<file path="config.mk">
export PLATFORM = sky130hd
export DESIGN_NAME = odometry_pd_point_turn
export DESIGN_NICKNAME = d
export VERILOG_FILES = /design/src/hdl/pdpt_pkg.sv /design/src/hdl/pdpt_seq.sv /design/src/hdl/pdpt_dp.sv /design/src/hdl/odometry_pd_point_turn.sv
export SDC_FILE = /design/constraint.sdc
export NUM_CORES = 2
export LEC_CHECK = 0
export BUFFER_PORTS_ARGS = -buffer_cell sky130_fd_sc_hd__buf_4
export CAP_MARGIN = 15
export CORE_AREA = 2 2 325 327
export DETAILED_ROUTE_END_ITERATION = 12
export DIE_AREA = 0 0 327 329
export PLACE_DENSITY = 0.81
export SYNTH_ARGS = -nofsm -noshare
export SYNTH_HDL_FRONTEND = slang
export SYNTH_SLANG_ARGS = --single-unit
export TNS_END_PERCENT = 50
</file>
<file path="constraint.sdc">
create_clock -name clk -period 9.7 [get_ports clk]
set_input_delay 0.485 -clock clk [delete_from_list [all_inputs] [get_ports clk]]
set_output_delay 0.485 -clock clk [all_outputs]
set_load 0.03 [all_outputs]
</file>
<file path="src/hdl/pdpt_pkg.sv">
// Shared types, constants and the microcode program of the point-turn controller.
package pdpt_pkg;

	// Configuration register indexes.
	localparam logic [2:0] REG_TARGET_HEADING  = 3'd0;
	localparam logic [2:0] REG_PROP_GAIN       = 3'd1;
	localparam logic [2:0] REG_DERIV_GAIN      = 3'd2;
	localparam logic [2:0] REG_IMU_WEIGHT      = 3'd3;
	localparam logic [2:0] REG_WHEEL_DEG_SCALE = 3'd4;
	localparam logic [2:0] REG_DONE_MARGIN     = 3'd5;

	// Datapath limits.
	localparam logic [16:0] ERR_MAX     = 17'd131071;
	localparam int          DRIVE_SCALE = 25600;
	localparam int          DRIVE_LIM   = 127 * DRIVE_SCALE;
	localparam logic [12:0] RECIP_100   = 13'd5243;

	// Last step of the program.
	localparam logic [3:0] LAST_STEP = 4'd15;

	// Datapath operations, one per control word.
	typedef enum logic [3:0] {
		OP_NOP,
		OP_DELTA,
		OP_MUL_WS,
		OP_MUL_W,
		OP_MUL_IW,
		OP_ADD_IMU,
		OP_ROUND,
		OP_HEAD,
		OP_ERR,
		OP_DECIDE,
		OP_MUL_KP,
		OP_MUL_KD,
		OP_ADD,
		OP_SAT,
		OP_DIV,
		OP_OUT
	} op_t;

	// Jump conditions.
	typedef enum logic [1:0] {
		CND_NONE,
		CND_WAIT_IN,
		CND_NO_PD,
		CND_OUT_BUSY
	} cond_t;

	// One control word.
	typedef struct packed {
		op_t        op;
		cond_t      cond;
		logic [3:0] target;
	} ucode_t;

	// Status fed back to the sequencer.
	typedef struct packed {
		logic in_valid;
		logic out_busy;
		logic no_pd;
	} seq_status_t;

	// Control driven by the sequencer.
	typedef struct packed {
		op_t  op;
		logic idle;
	} seq_ctrl_t;

	// Configuration register file contents.
	typedef struct packed {
		logic [8:0]  target_heading;
		logic [15:0] prop_gain;
		logic [15:0] deriv_gain;
		logic [8:0]  imu_weight;
		logic [15:0] wheel_deg_scale;
		logic [15:0] done_margin;
	} cfg_t;

	// Program store: one tick runs from the idle step to the output step.
	function automatic ucode_t ucode_rom(input logic [3:0] pc);
		ucode_t w;
		begin
			case (pc)
				4'd0:    w = '{OP_NOP,     CND_WAIT_IN,  4'd0};
				4'd1:    w = '{OP_DELTA,   CND_NONE,     4'd0};
				4'd2:    w = '{OP_MUL_WS,  CND_NONE,     4'd0};
				4'd3:    w = '{OP_MUL_W,   CND_NONE,     4'd0};
				4'd4:    w = '{OP_MUL_IW,  CND_NONE,     4'd0};
				4'd5:    w = '{OP_ADD_IMU, CND_NONE,     4'd0};
				4'd6:    w = '{OP_ROUND,   CND_NONE,     4'd0};
				4'd7:    w = '{OP_HEAD,    CND_NONE,     4'd0};
				4'd8:    w = '{OP_ERR,     CND_NONE,     4'd0};
				4'd9:    w = '{OP_DECIDE,  CND_NO_PD,    LAST_STEP};
				4'd10:   w = '{OP_MUL_KP,  CND_NONE,     4'd0};
				4'd11:   w = '{OP_MUL_KD,  CND_NONE,     4'd0};
				4'd12:   w = '{OP_ADD,     CND_NONE,     4'd0};
				4'd13:   w = '{OP_SAT,     CND_NONE,     4'd0};
				4'd14:   w = '{OP_DIV,     CND_NONE,     4'd0};
				4'd15:   w = '{OP_OUT,     CND_OUT_BUSY, LAST_STEP};
				default: w = '{OP_NOP,     CND_NONE,     4'd0};
			endcase
			return w;
		end
	endfunction

endpackage

</file>
<file path="src/hdl/pdpt_seq.sv">
// Microcode sequencer: step counter, program store and conditional jumps.
module pdpt_seq import pdpt_pkg::*; (
	input  logic        clk,
	input  logic        arst_n,
	input  seq_status_t status,
	output seq_ctrl_t   ctrl
);

	logic [3:0] pc_q;
	ucode_t     word;
	logic       taken;

	// Fetch the control word and evaluate its jump condition.
	always_comb begin
		word = ucode_rom(pc_q);
		case (word.cond)
			CND_NONE:     taken = 1'b0;
			CND_WAIT_IN:  taken = !status.in_valid;
			CND_NO_PD:    taken = status.no_pd;
			CND_OUT_BUSY: taken = status.out_busy;
			default:      taken = 1'b0;
		endcase
		ctrl.op   = word.op;
		ctrl.idle = (pc_q == 4'd0);
	end

	// Step counter; the output step returns to idle once the result is placed.
	always_ff @(posedge clk or negedge arst_n) begin
		if (!arst_n) begin
			pc_q <= 4'd0;
		end else if (taken) begin
			pc_q <= word.target;
		end else if (pc_q == LAST_STEP) begin
			pc_q <= 4'd0;
		end else begin
			pc_q <= pc_q + 4'd1;
		end
	end

endmodule

</file>
<file path="src/hdl/pdpt_dp.sv">
// Datapath: shared multiplier, accumulator, heading state and PD arithmetic.
module pdpt_dp import pdpt_pkg::*; (
	input  logic               clk,
	input  logic               arst_n,
	input  op_t                op,
	input  cfg_t               cfg,
	input  logic signed [31:0] horiz_count,
	input  logic        [15:0] imu_heading,
	input  logic               start_req,
	output logic               no_pd,
	output logic signed [7:0]  drive,
	output logic               finished
);

	// Operand and working registers.
	logic signed [32:0] wd_q;
	logic signed [16:0] id_q;
	logic        [8:0]  w_q;
	logic signed [57:0] prod_q;
	logic signed [57:0] acc_q;
	logic signed [34:0] step_q;
	logic        [16:0] err_q;
	logic               diff_pos_q;
	logic signed [17:0] derr_q;
	logic        [13:0] t_q;
	logic               neg_q;
	logic signed [7:0]  drive_q;

	// Turn state.
	logic signed [31:0] heading_q;
	logic signed [31:0] last_wheel_q;
	logic        [15:0] last_imu_q;
	logic        [16:0] last_err_q;
	logic               sign_q;
	logic               finished_q;

	// Shared multiplier.
	logic signed [47:0] mul_a;
	logic signed [17:0] mul_b;
	logic signed [65:0] mul_p;
	logic signed [57:0] mul_r;

	// Combinational results used by the datapath steps.
	logic        [9:0]  w_inv;
	logic               acc_neg;
	logic        [57:0] acc_mag;
	logic        [33:0] round_q;
	logic signed [35:0] h_sum;
	logic signed [31:0] h_sat;
	logic signed [9:0]  tw;
	logic signed [16:0] tgt100;
	logic signed [33:0] diff;
	logic        [33:0] diff_mag;
	logic        [16:0] err_c;
	logic               in_margin;
	logic signed [34:0] num;
	logic signed [34:0] num_sat;
	logic        [21:0] num_mag;
	logic        [22:0] num_rnd;
	logic        [26:0] div_p;
	logic        [6:0]  q7;

	assign w_inv = 10'd256 - {1'b0, w_q};

	// Operand selection for the multiplier.
	always_comb begin
		case (op)
			OP_MUL_WS: begin
				mul_a = 48'(wd_q);
				mul_b = 18'($signed(cfg.wheel_deg_scale));
			end
			OP_MUL_W: begin
				mul_a = prod_q[47:0];
				mul_b = $signed({8'd0, w_inv});
			end
			OP_MUL_IW: begin
				mul_a = 48'(id_q);
				mul_b = $signed({9'd0, w_q});
			end
			OP_MUL_KP: begin
				mul_a = $signed({31'd0, err_q});
				mul_b = $signed({2'd0, cfg.prop_gain});
			end
			OP_MUL_KD: begin
				mul_a = 48'(derr_q);
				mul_b = $signed({2'd0, cfg.deriv_gain});
			end
			default: begin
				mul_a = '0;
				mul_b = '0;
			end
		endcase
		mul_p = mul_a * mul_b;
		mul_r = mul_p[57:0];
	end

	// Heading step rounding, heading saturation and error.
	always_comb begin
		acc_neg  = acc_q[57];
		acc_mag  = acc_neg ? 58'(-acc_q) : 58'(acc_q);
		round_q  = 34'((acc_mag + 58'd8388608) >> 24);

		h_sum = 36'(heading_q) + 36'(step_q);
		if (h_sum > 36'sd2147483647) begin
			h_sat = 32'sh7FFFFFFF;
		end else if (h_sum < -36'sd2147483648) begin
			h_sat = 32'sh80000000;
		end else begin
			h_sat = h_sum[31:0];
		end

		// Wrap the target into (-180,180] degrees.
		tw = 10'($signed(cfg.target_heading));
		if (tw <= -10'sd180) begin
			tw = tw + 10'sd360;
		end else if (tw > 10'sd180) begin
			tw = tw - 10'sd360;
		end
		tgt100 = (17'(tw) <<< 6) + (17'(tw) <<< 5) + (17'(tw) <<< 2);
		diff     = 34'(tgt100) - 34'(heading_q);
		diff_mag = diff[33] ? 34'(-diff) : 34'(diff);
		err_c    = (diff_mag > 34'(ERR_MAX)) ? ERR_MAX : diff_mag[16:0];

		in_margin = (err_q <= {1'b0, cfg.done_margin});
		no_pd     = start_req || finished_q || in_margin;
	end

	// Drive saturation and scaling by 1/25600.
	always_comb begin
		num = acc_q[34:0];
		if (num > 35'sd3251200) begin
			num_sat = 35'sd3251200;
		end else if (num < -35'sd3251200) begin
			num_sat = -35'sd3251200;
		end else begin
			num_sat = num;
		end
		num_mag = num_sat[34] ? 22'(-num_sat) : 22'(num_sat);
		num_rnd = {1'b0, num_mag} + 23'd12800;
		div_p   = 27'(t_q) * 27'(RECIP_100);
		q7      = div_p[25:19];
	end

	// Working registers.
	always_ff @(posedge clk) begin
		case (op)
			OP_DELTA: begin
				wd_q <= 33'(horiz_count) - 33'(last_wheel_q);
				id_q <= $signed({1'b0, imu_heading}) - $signed({1'b0, last_imu_q});
				w_q  <= (cfg.imu_weight > 9'd256) ? 9'd256 : cfg.imu_weight;
			end
			OP_MUL_WS, OP_MUL_IW, OP_MUL_KD: prod_q <= mul_r;
			OP_MUL_W, OP_MUL_KP:             acc_q  <= mul_r;
			OP_ADD_IMU: acc_q <= acc_q + (prod_q <<< 16);
			OP_ADD:     acc_q <= acc_q + prod_q;
			OP_ROUND:   step_q <= acc_neg ? -$signed({1'b0, round_q}) : $signed({1'b0, round_q});
			OP_ERR: begin
				err_q      <= err_c;
				diff_pos_q <= (diff > 34'sd0);
			end
			OP_DECIDE: begin
				derr_q  <= $signed({1'b0, err_q}) - $signed({1'b0, last_err_q});
				drive_q <= '0;
			end
			OP_SAT: begin
				t_q   <= num_rnd[21:8];
				neg_q <= num_sat[34] ^ sign_q;
			end
			OP_DIV: drive_q <= neg_q ? -$signed({1'b0, q7}) : $signed({1'b0, q7});
			default: ;
		endcase
	end

	// Heading and turn state.
	always_ff @(posedge clk or negedge arst_n) begin
		if (!arst_n) begin
			heading_q    <= '0;
			last_wheel_q <= '0;
			last_imu_q   <= '0;
			last_err_q   <= '0;
			sign_q       <= 1'b0;
			finished_q   <= 1'b1;
		end else begin
			case (op)
				OP_HEAD: begin
					heading_q    <= h_sat;
					last_wheel_q <= horiz_count;
					last_imu_q   <= imu_heading;
				end
				OP_DECIDE: begin
					if (start_req) begin
						last_err_q <= err_q;
						sign_q     <= !diff_pos_q;
						finished_q <= (err_q == 17'd0) || in_margin;
					end else if (!finished_q) begin
						last_err_q <= err_q;
						if (in_margin) begin
							finished_q <= 1'b1;
						end
					end
				end
				default: ;
			endcase
		end
	end

	assign drive    = drive_q;
	assign finished = finished_q;

endmodule

</file>
<file path="src/hdl/odometry_pd_point_turn.sv">
// Top level: configuration registers, request capture, result register and sequencer.
// An accepted request runs through the microcode program up to the output step, which
// loads the result; the PD steps are skipped when the turn is starting or finished.
// Requests are taken one at a time: a new one is accepted only when the sequencer, which
// steps the shared multiplier through the program, is idle; a result waiting downstream stalls the last step.
// Reset (arst_n low): configuration to its defaults, heading and history cleared,
// turn marked finished, no result pending.
module odometry_pd_point_turn import pdpt_pkg::*; (
	input  logic        clk,
	input  logic        arst_n,
	// Configuration write port.
	input  logic        cfg_we,
	input  logic [2:0]  cfg_addr,
	input  logic [15:0] cfg_wdata,
	// Request stream.
	input  logic        s_tvalid,
	output logic        s_tready,
	input  logic [47:0] s_tdata,  // horiz_count[31:0], imu_heading[47:32]
	input  logic        s_tuser,  // start_req
	// Result stream.
	output logic        m_tvalid,
	input  logic        m_tready,
	output logic [15:0] m_tdata,  // left_drive[7:0], right_drive[15:8]
	output logic        m_tuser   // done_res
);

	cfg_t               cfg_q;
	logic signed [31:0] count_q;
	logic        [15:0] imu_q;
	logic               start_q;
	logic               m_tvalid_q;
	logic        [15:0] m_tdata_q;
	logic               m_tuser_q;

	seq_status_t        status;
	seq_ctrl_t          ctrl;
	logic               no_pd;
	logic signed [7:0]  drive;
	logic               finished;
	logic signed [7:0]  right;

	// Configuration registers.
	always_ff @(posedge clk or negedge arst_n) begin
		if (!arst_n) begin
			cfg_q.target_heading  <= 9'd0;
			cfg_q.prop_gain       <= 16'd640;
			cfg_q.deriv_gain      <= 16'd2816;
			cfg_q.imu_weight      <= 9'd0;
			cfg_q.wheel_deg_scale <= 16'hFF81;
			cfg_q.done_margin     <= 16'd200;
		end else if (cfg_we) begin
			case (cfg_addr)
				REG_TARGET_HEADING:  cfg_q.target_heading  <= cfg_wdata[8:0];
				REG_PROP_GAIN:       cfg_q.prop_gain       <= cfg_wdata;
				REG_DERIV_GAIN:      cfg_q.deriv_gain      <= cfg_wdata;
				REG_IMU_WEIGHT:      cfg_q.imu_weight      <= cfg_wdata[8:0];
				REG_WHEEL_DEG_SCALE: cfg_q.wheel_deg_scale <= cfg_wdata;
				REG_DONE_MARGIN:     cfg_q.done_margin     <= cfg_wdata;
				default: ;
			endcase
		end
	end

	// Capture the request while the sequencer is idle.
	assign s_tready = ctrl.idle;

	always_ff @(posedge clk) begin
		if (s_tvalid && s_tready) begin
			count_q <= s_tdata[31:0];
			imu_q   <= s_tdata[47:32];
			start_q <= s_tuser;
		end
	end

	assign status.in_valid = s_tvalid;
	assign status.out_busy = m_tvalid_q && !m_tready;
	assign status.no_pd    = no_pd;

	pdpt_seq u_seq (
		.clk    (clk),
		.arst_n (arst_n),
		.status (status),
		.ctrl   (ctrl)
	);

	pdpt_dp u_dp (
		.clk         (clk),
		.arst_n      (arst_n),
		.op          (ctrl.op),
		.cfg         (cfg_q),
		.horiz_count (count_q),
		.imu_heading (imu_q),
		.start_req   (start_q),
		.no_pd       (no_pd),
		.drive       (drive),
		.finished    (finished)
	);

	assign right = -drive;

	// Result register; loaded by the output step once the previous result is taken.
	always_ff @(posedge clk or negedge arst_n) begin
		if (!arst_n) begin
			m_tvalid_q <= 1'b0;
		end else if (ctrl.op == OP_OUT && !status.out_busy) begin
			m_tvalid_q <= 1'b1;
		end else if (m_tready) begin
			m_tvalid_q <= 1'b0;
		end
	end

	always_ff @(posedge clk) begin
		if (ctrl.op == OP_OUT && !status.out_busy) begin
			m_tdata_q <= {right, drive};
			m_tuser_q <= finished;
		end
	end

	assign m_tvalid = m_tvalid_q;
	assign m_tdata  = m_tdata_q;
	assign m_tuser  = m_tuser_q;

endmodule
</file>
* Word-level counts from Yosys, hierarchy flattened
Memories as Yosys holds them, arrays and structs flattened.
Cells that the tools add are included.
** Operators by class
- Reduce and logical (&&, ||, !) cells :: 27
- Magnitude comparators :: 10
- Eq/ne operators :: 25
- Multipliers :: 2
- Bitwise logic cells :: 1
- Mux-type cells :: 25
- Add/sub/neg operators :: 21
** Operator list (count)
- 48-bit one-hot mux with 5 select lines :: 1
- 58-bit one-hot mux with 3 select lines :: 1
- 58-bit adder :: 2
- 18-bit one-hot mux with 5 select lines :: 1
- 35-bit two-way mux :: 2
- 34-bit two-way mux :: 2
- 32-bit two-way mux :: 2
- 58-bit by 24-bit adder with 58-bit output (second input constant) :: 1
- 48-bit by 18-bit multiplier with 58-bit output :: 1
- 58-bit two-way mux :: 1
- 58-bit negation :: 1
- 32-bit by 35-bit adder with 36-bit output :: 1
- 4-bit == test (second input constant) :: 9
- 36-bit by 32-bit > comparator with 1-bit output (second input constant) :: 1
- 36-bit by 32-bit < comparator with 1-bit output (second input constant) :: 1
- 35-bit by 23-bit > comparator with 1-bit output (second input constant) :: 1
- 35-bit by 23-bit < comparator with 1-bit output (second input constant) :: 1
- 34-bit negation with 35-bit output :: 1
- 34-bit by 1-bit > comparator with 1-bit output (second input constant) :: 1
- 34-bit by 17-bit > comparator with 1-bit output (second input constant) :: 1
- 17-bit two-way mux :: 2
- 34-bit negation :: 1
- 17-bit by 32-bit subtractor with 33-bit output :: 1
- 32-bit by 32-bit subtractor with 33-bit output :: 1
- other kinds (45) :: 74
** Word-level totals
- Bits of input ports :: 73
- Memory bits (read-only) :: 160
- Register bits :: 521
- Output and inout bits :: 19
- Memories kept :: 1
- Word-level logic and storage cells :: 144
** Memories
- (no name shown) :: words 16, width 10, read ports 1, clocked after memory_dff 0, wr ports 0, line pdpt_pkg.sv:83 : case (pc)

* Longest topological paths before layout
- Depth in word-level cells :: 9
- Gate-level depth with buffers :: 37
- Mapped depth without buffers :: 34

* Hierarchy
Synthesis repeated with hierarchy kept, for this count alone.
** Second synthesis, totals
- Cell total of the unflattened synthesis :: 7431
- Area, all modules :: 67676.2 um^2
** Modules (own cells, without submodules)
- pdpt_dp :: instances 1, area an instance 61953.2 um^2, cells an instance 7131
- odometry_pd_point_turn :: instances 1, area an instance 5400.2 um^2, cells an instance 268
- pdpt_seq :: instances 1, area an instance 322.8 um^2, cells an instance 32

* Worst setup path after synthesis
OpenSTA, ideal clock, no wires.
- Path type :: flip-flop to flip-flop
- From :: register u_seq.pc_q[0]
- To :: register u_dp.acc_q[57], data pin
- Required time :: 9.439 ns
- Clock period less this slack :: 8.770 ns
- Arrival :: 8.509 ns
- Cell stages (with the launch flop) :: 34
- Slack :: 0.930 ns
- Buffers on the path :: 4
- Setup time :: 0.261 ns
- Path through :: dfrtp_1 ha_1 and2_1 clkbuf_1 clkbuf_1 buf_1 a22oi_1 nand2_1 a221oi_1 nor2_1 fa_1 inv_1 fa_1 fa_1 inv_1 fa_1 fa_1 inv_1 fa_1 inv_1 ha_1 clkbuf_1 a21o_1 a21o_1 a21o_1 a2bb2oi_1 o21ai_0 o31ai_1 o21ai_0 a211oi_1 o31ai_1 a21oi_1 xor2_1 a221o_1
** Between the ends
- Longest elaborated chain between the ends :: 5
- Elaborated cells on any way between the ends :: 13
- Those cells by class :: 1 x mul; 7 x eq/ne; 3 x mux; 1 x reduce/logical; 1 x memory
** Ends and longest elaborated chain
- start: declaration :: line pdpt_seq.sv:9 : logic [3:0] pc_q;
- start signal: assignment :: line pdpt_seq.sv:32 : pc_q <= word.target;
- start signal: assignment :: line pdpt_seq.sv:36 : pc_q <= pc_q + 4'd1;
- memory read 16 x 10 bit (*)
- 4-bit == test (tied with other cells) :: line pdpt_dp.sv:67 : case (op)
- 48-bit one-hot mux with 5 select lines or 18-bit one-hot mux with 5 select lines (tied branches) :: line pdpt_dp.sv:67
- 48-bit by 18-bit multiplier with 58-bit output (*) :: line pdpt_dp.sv:93 : mul_p = mul_a * mul_b;
- net u_dp.mul_p[57] :: line pdpt_dp.sv:40 : logic signed [65:0] mul_p;
- 58-bit one-hot mux with 3 select lines (*) :: line pdpt_dp.sv:146 : case (op)
- end signal: assignment :: line pdpt_dp.sv:153 : OP_MUL_W, OP_MUL_KP: acc_q <= mul_r;
- end signal: assignment :: line pdpt_dp.sv:154 : OP_ADD_IMU: acc_q <= acc_q + (prod_q <<< 16);
- end signal: assignment :: line pdpt_dp.sv:155 : OP_ADD: acc_q <= acc_q + prod_q;
- end: declaration :: line pdpt_dp.sv:20 : logic signed [57:0] acc_q;
The timed path passes the listed nets; every way through them passes the cells marked *.
A chain may end at the register's enable or synchronous reset.

* Worst setup path after layout
- From :: register u_seq.pc_q[3]
- To :: register u_dp.acc_q[47], data pin
The elaborated chain is that of the path after synthesis.

==> impl_metrics.toml <==
[setup_path]
path_buf_inv = 8
cp_slowest_cell = "fa_1"
reg2regPathDepth = 30
path_depth = 30
r2r_start = "u_seq.pc_q[3]$_DFF_PN0_"
end_kind = "register"
path_common_cell = "fa_1"
r2r_slack_ps = 290
path_class = "reg -> reg"
worstSetupStartpointType = "register"
crit_path_start = "u_seq.pc_q[3]$_DFF_PN0_"
cpLargestDelayFamily = "adder cells"
critPathMaxStageDelay_ps = 600
path_max_fanout = 31
crit_end = "u_dp.acc_q[47]$_DFFE_PP_"
worstPathArrival_ps = 9840
r2r-end = "u_dp.acc_q[47]$_DFFE_PP_"
cp.required_ps = 10130

[cts]
cts_tree = "built"
cts_root_buffer = "clkbuf_16"
insertion_delay_ps = 700
cts_sinks = 520
htreeDepth = 2
cts_max_path_buffers = 3
cts_setup_buffers = 0
clk_pin_slew_ps = 70
cts_buffers = 59

[timing]
hold_viol_final = 0
skew_ps = 26.62
worst_pin_slew_ps = 1154
grt_setup_unrepaired = "false"
post-route-min-period_ps = 9408
setup_viol = 0
fmax_mhz = 106.3
slew_violations = 0
max-slew-margin-rel_pct = 22.72
post-route-period-util_pct = 96.99
setup_slack_ps = 292.1

[logic_synthesis]
synthesis.nets = 8805
ys_seq_elements = 520
yosysSeqAreaShare_pct = 21.89
synthCells = 7379
avgSynthCellArea_um2 = 9.104
ys_types = 105
syn_area_um2 = 67180
async_reset_ff_share_pct = 35.77
yosysTopAreaCellShare_pct = 24.23
yosysTopAreaCell = "fa_1"
synthTopCellsByArea = "fa_1 24%, edfxtp_1 15%, ha_1 10%"
synth-edff-count = 334
yosys_most_used_dff = "edfxtp_1"
yosys_warnings = 0

[placed_design]
io_buffers = 91
dp_hpwl_um = 153800
gp_congestion = 1.019
dp_slack_ps = -13.41
dp_cells = 8680

[hold_path]
hold_path_class = "in -> reg"

[floorplanning]
io_pins = 92
die_area_um2 = 107600
core_area_um2 = 104400
rows = 119
chipWidth_um = 327
die_h_um = 329
start_util_pct = 64.36

[global_routing]
grt_max_degree = 93
grt.total_usage_pct = 36.90
antenna_found_initial = 4
grt_pass1_vias = 56980
grt_overflow = 0
grt_pass1_wl_um = 309800

[finish]
fillers = 7817
nets = 8829
final_util_pct = 69.11
drive_gt1_share_pct = 7.460
syn_to_final_growth_pct = 7.381
final_cells = 8850

[detailed_routing]
antenna_left = 0
routed_wl_um = 196200
wl_per_cell_um = 22.17
drt-initial-drc-count = 5490
route.detailed.drc = 0
drt-pass1-iter-count = 7
vias_per_cell = 6.253
dr_total_vias = 55340

[flow_run]
maxCapViolCount = 0

[run_status]
status = "finished, final reports clean"
cell families (layout without fill, tap and decap cells):
family	Yosys count	after routing	synth area share [%]
other	0	6	0
adders and majority gates	1353	1353	34.29
buffers and inverters	1480	1554	8.326
DFF	520	520	21.89
AOI/OAI and AO/OA	1371	1371	14.08
muxes	108	108	1.768
and+or+nand+nor	2154	2154	14.50
xor gates and xnor gates	393	393	5.144
what timing repair did:
action / CTS / global route
gates resized for setup: 1 / 29
setup endpoints to repair: 2 / 19
hold buffers: 50 / 0
endpoints found under the hold margin: 118 / 0
worst min path at each step:
| stage | from | to | slack [ps] | cells past startpoint |
|---|---|---|---|---|
| 3_3_place_gp | u_dp.diff_pos_q$_DFFE_PN_ | u_dp.sign_q$_DFFE_PN0P_ | 440 | 1 |
| 4_1_cts | cfg_wdata[13] | cfg_q[13]$_DFFE_PN0P_ | 60 | 2 |
| 2_1_floorplan | arst_n | cfg_q[0]$_DFFE_PN0P_ | 190 | 0 |
| 6_report | cfg_wdata[14] | cfg_q[14]$_DFFE_PN0P_ | 60 | 2 |
| 5_1_grt | cfg_wdata[14] | cfg_q[14]$_DFFE_PN0P_ | 70 | 2 |
| 3_5_place_dp | u_dp.diff_pos_q$_DFFE_PN_ | u_dp.sign_q$_DFFE_PN0P_ | 460 | 1 |
through the flow:
step	hold slack (ps)	cell area (um2)	TNS (ps)
finish	62.60	72130	0
global route	68.26	72120	0
CTS	64.10	72030	0
detailed placement	456.0	69490	-13.41
global placement	435.8	69490	0
floorplan	189.4	67180	0
sequential cells by signal (all words and copies together) (netlist names), 4 cells and up:
signal and count:
u_dp.id_q 17, u_dp.err_q 17, u_dp.prod_q 58, u_dp.derr_q 18
u_dp.drive 8, u_dp.acc_q 58, u_dp.last_err_q 17, u_dp.last_imu_q 16
u_dp.last_wheel_q 32, u_dp.w_q 9, count_q 32, cfg_q 82
u_dp.heading_q 32, u_dp.step_q 35, imu_q 16, u_dp.wd_q 33
u_dp.t_q 14, m_tdata 15, u_seq.pc_q 4
area by class of cell:
cell class	count	area (um2)	area share, %
Antenna cell	6	15.01	0.02081
Clock buffer	78	1598	2.215
Clock inverter	33	441.7	0.6123
Inverter	1183	4441	6.156
Multi-Input combinational cell	5379	47010	65.17
Sequential cell	520	14710	20.39
Tap cell	1391	1740	2.413
Timing Repair Buffer	260	2185	3.029
placed cells by master, fill, tap and decap left out, types with 33 or more instances in the layout:
| master | n |
|---|---|
| o21bai_1 | 42 |
| o21a_1 | 49 |
| nor2_1 | 571 |
| a221o_1 | 37 |
| ha_1 | 540 |
| edfxtp_1 | 334 |
| fa_1 | 813 |
| xor2_1 | 146 |
| mux2_2 | 85 |
| nand2b_1 | 60 |
| a21oi_1 | 269 |
| a221oi_1 | 42 |
| o31ai_1 | 33 |
| a22oi_1 | 53 |
| a31oi_1 | 48 |
| dlygate4sd3_1 | 50 |
| nor3_1 | 120 |
| dfrtp_1 | 167 |
| and3_1 | 55 |
| buf_4 | 199 |
| nand3_1 | 97 |
| nand2_1 | 927 |
| o21ai_0 | 273 |
| clkbuf_16 | 59 |
| a21o_1 | 184 |
| nor2b_1 | 57 |
| inv_1 | 1181 |
| nand4_1 | 46 |
| xnor2_1 | 246 |
synth_stat cells, types with 23 or more instances:
library cell  count
inv_1          1181
nand2_1         927
fa_1            813
nor2_1          574
ha_1            540
edfxtp_1        334
o21ai_0         274
a21oi_1         270
clkbuf_1        251
xnor2_1         246
a21o_1          190
dfrtp_1         167
xor2_1          146
nor3_1          121
nand3_1          97
mux2_2           85
nand2b_1         60
and3_1           59
nor2b_1          57
a22oi_1          53
a221oi_1         49
o21a_1           49
a31oi_1          48
nand4_1          46
a221o_1          43
o21bai_1         42
o31ai_1          34
a211oi_1         33
and2_1           33
or3_1            33
nor4_1           32
o211ai_1         30
buf_1            28
o221a_2          26
or2_2            25
a21boi_0         23
mux2i_1          23
worst reg2reg max path: cells and delay by family (launching register included):
family	cells	cell delay (ps)
AO/OA/AOI/OAI	9	2490
buffers and inverters	8	1100
flip-flops	1	470
XOR/XNOR	1	150
adder cells (fa/ha/maj)	7	3540
AND/OR/NAND/NOR	5	1390
metal layers:
layer  global-route usage (%)  vias to the layer above  share of wire [%]
li1                         -                    24640                  -
met1                    44.73                    26870                 36
met2                    58.06                     3075                 45
met3                    12.04                      757                 12
met4                    21.49                        2                6.7
met5                        0                        -             0.0066
Power is left out: the tool's default activity adds up to more than one toggle a clock period on the data nets, which glitch-free logic cannot reach.
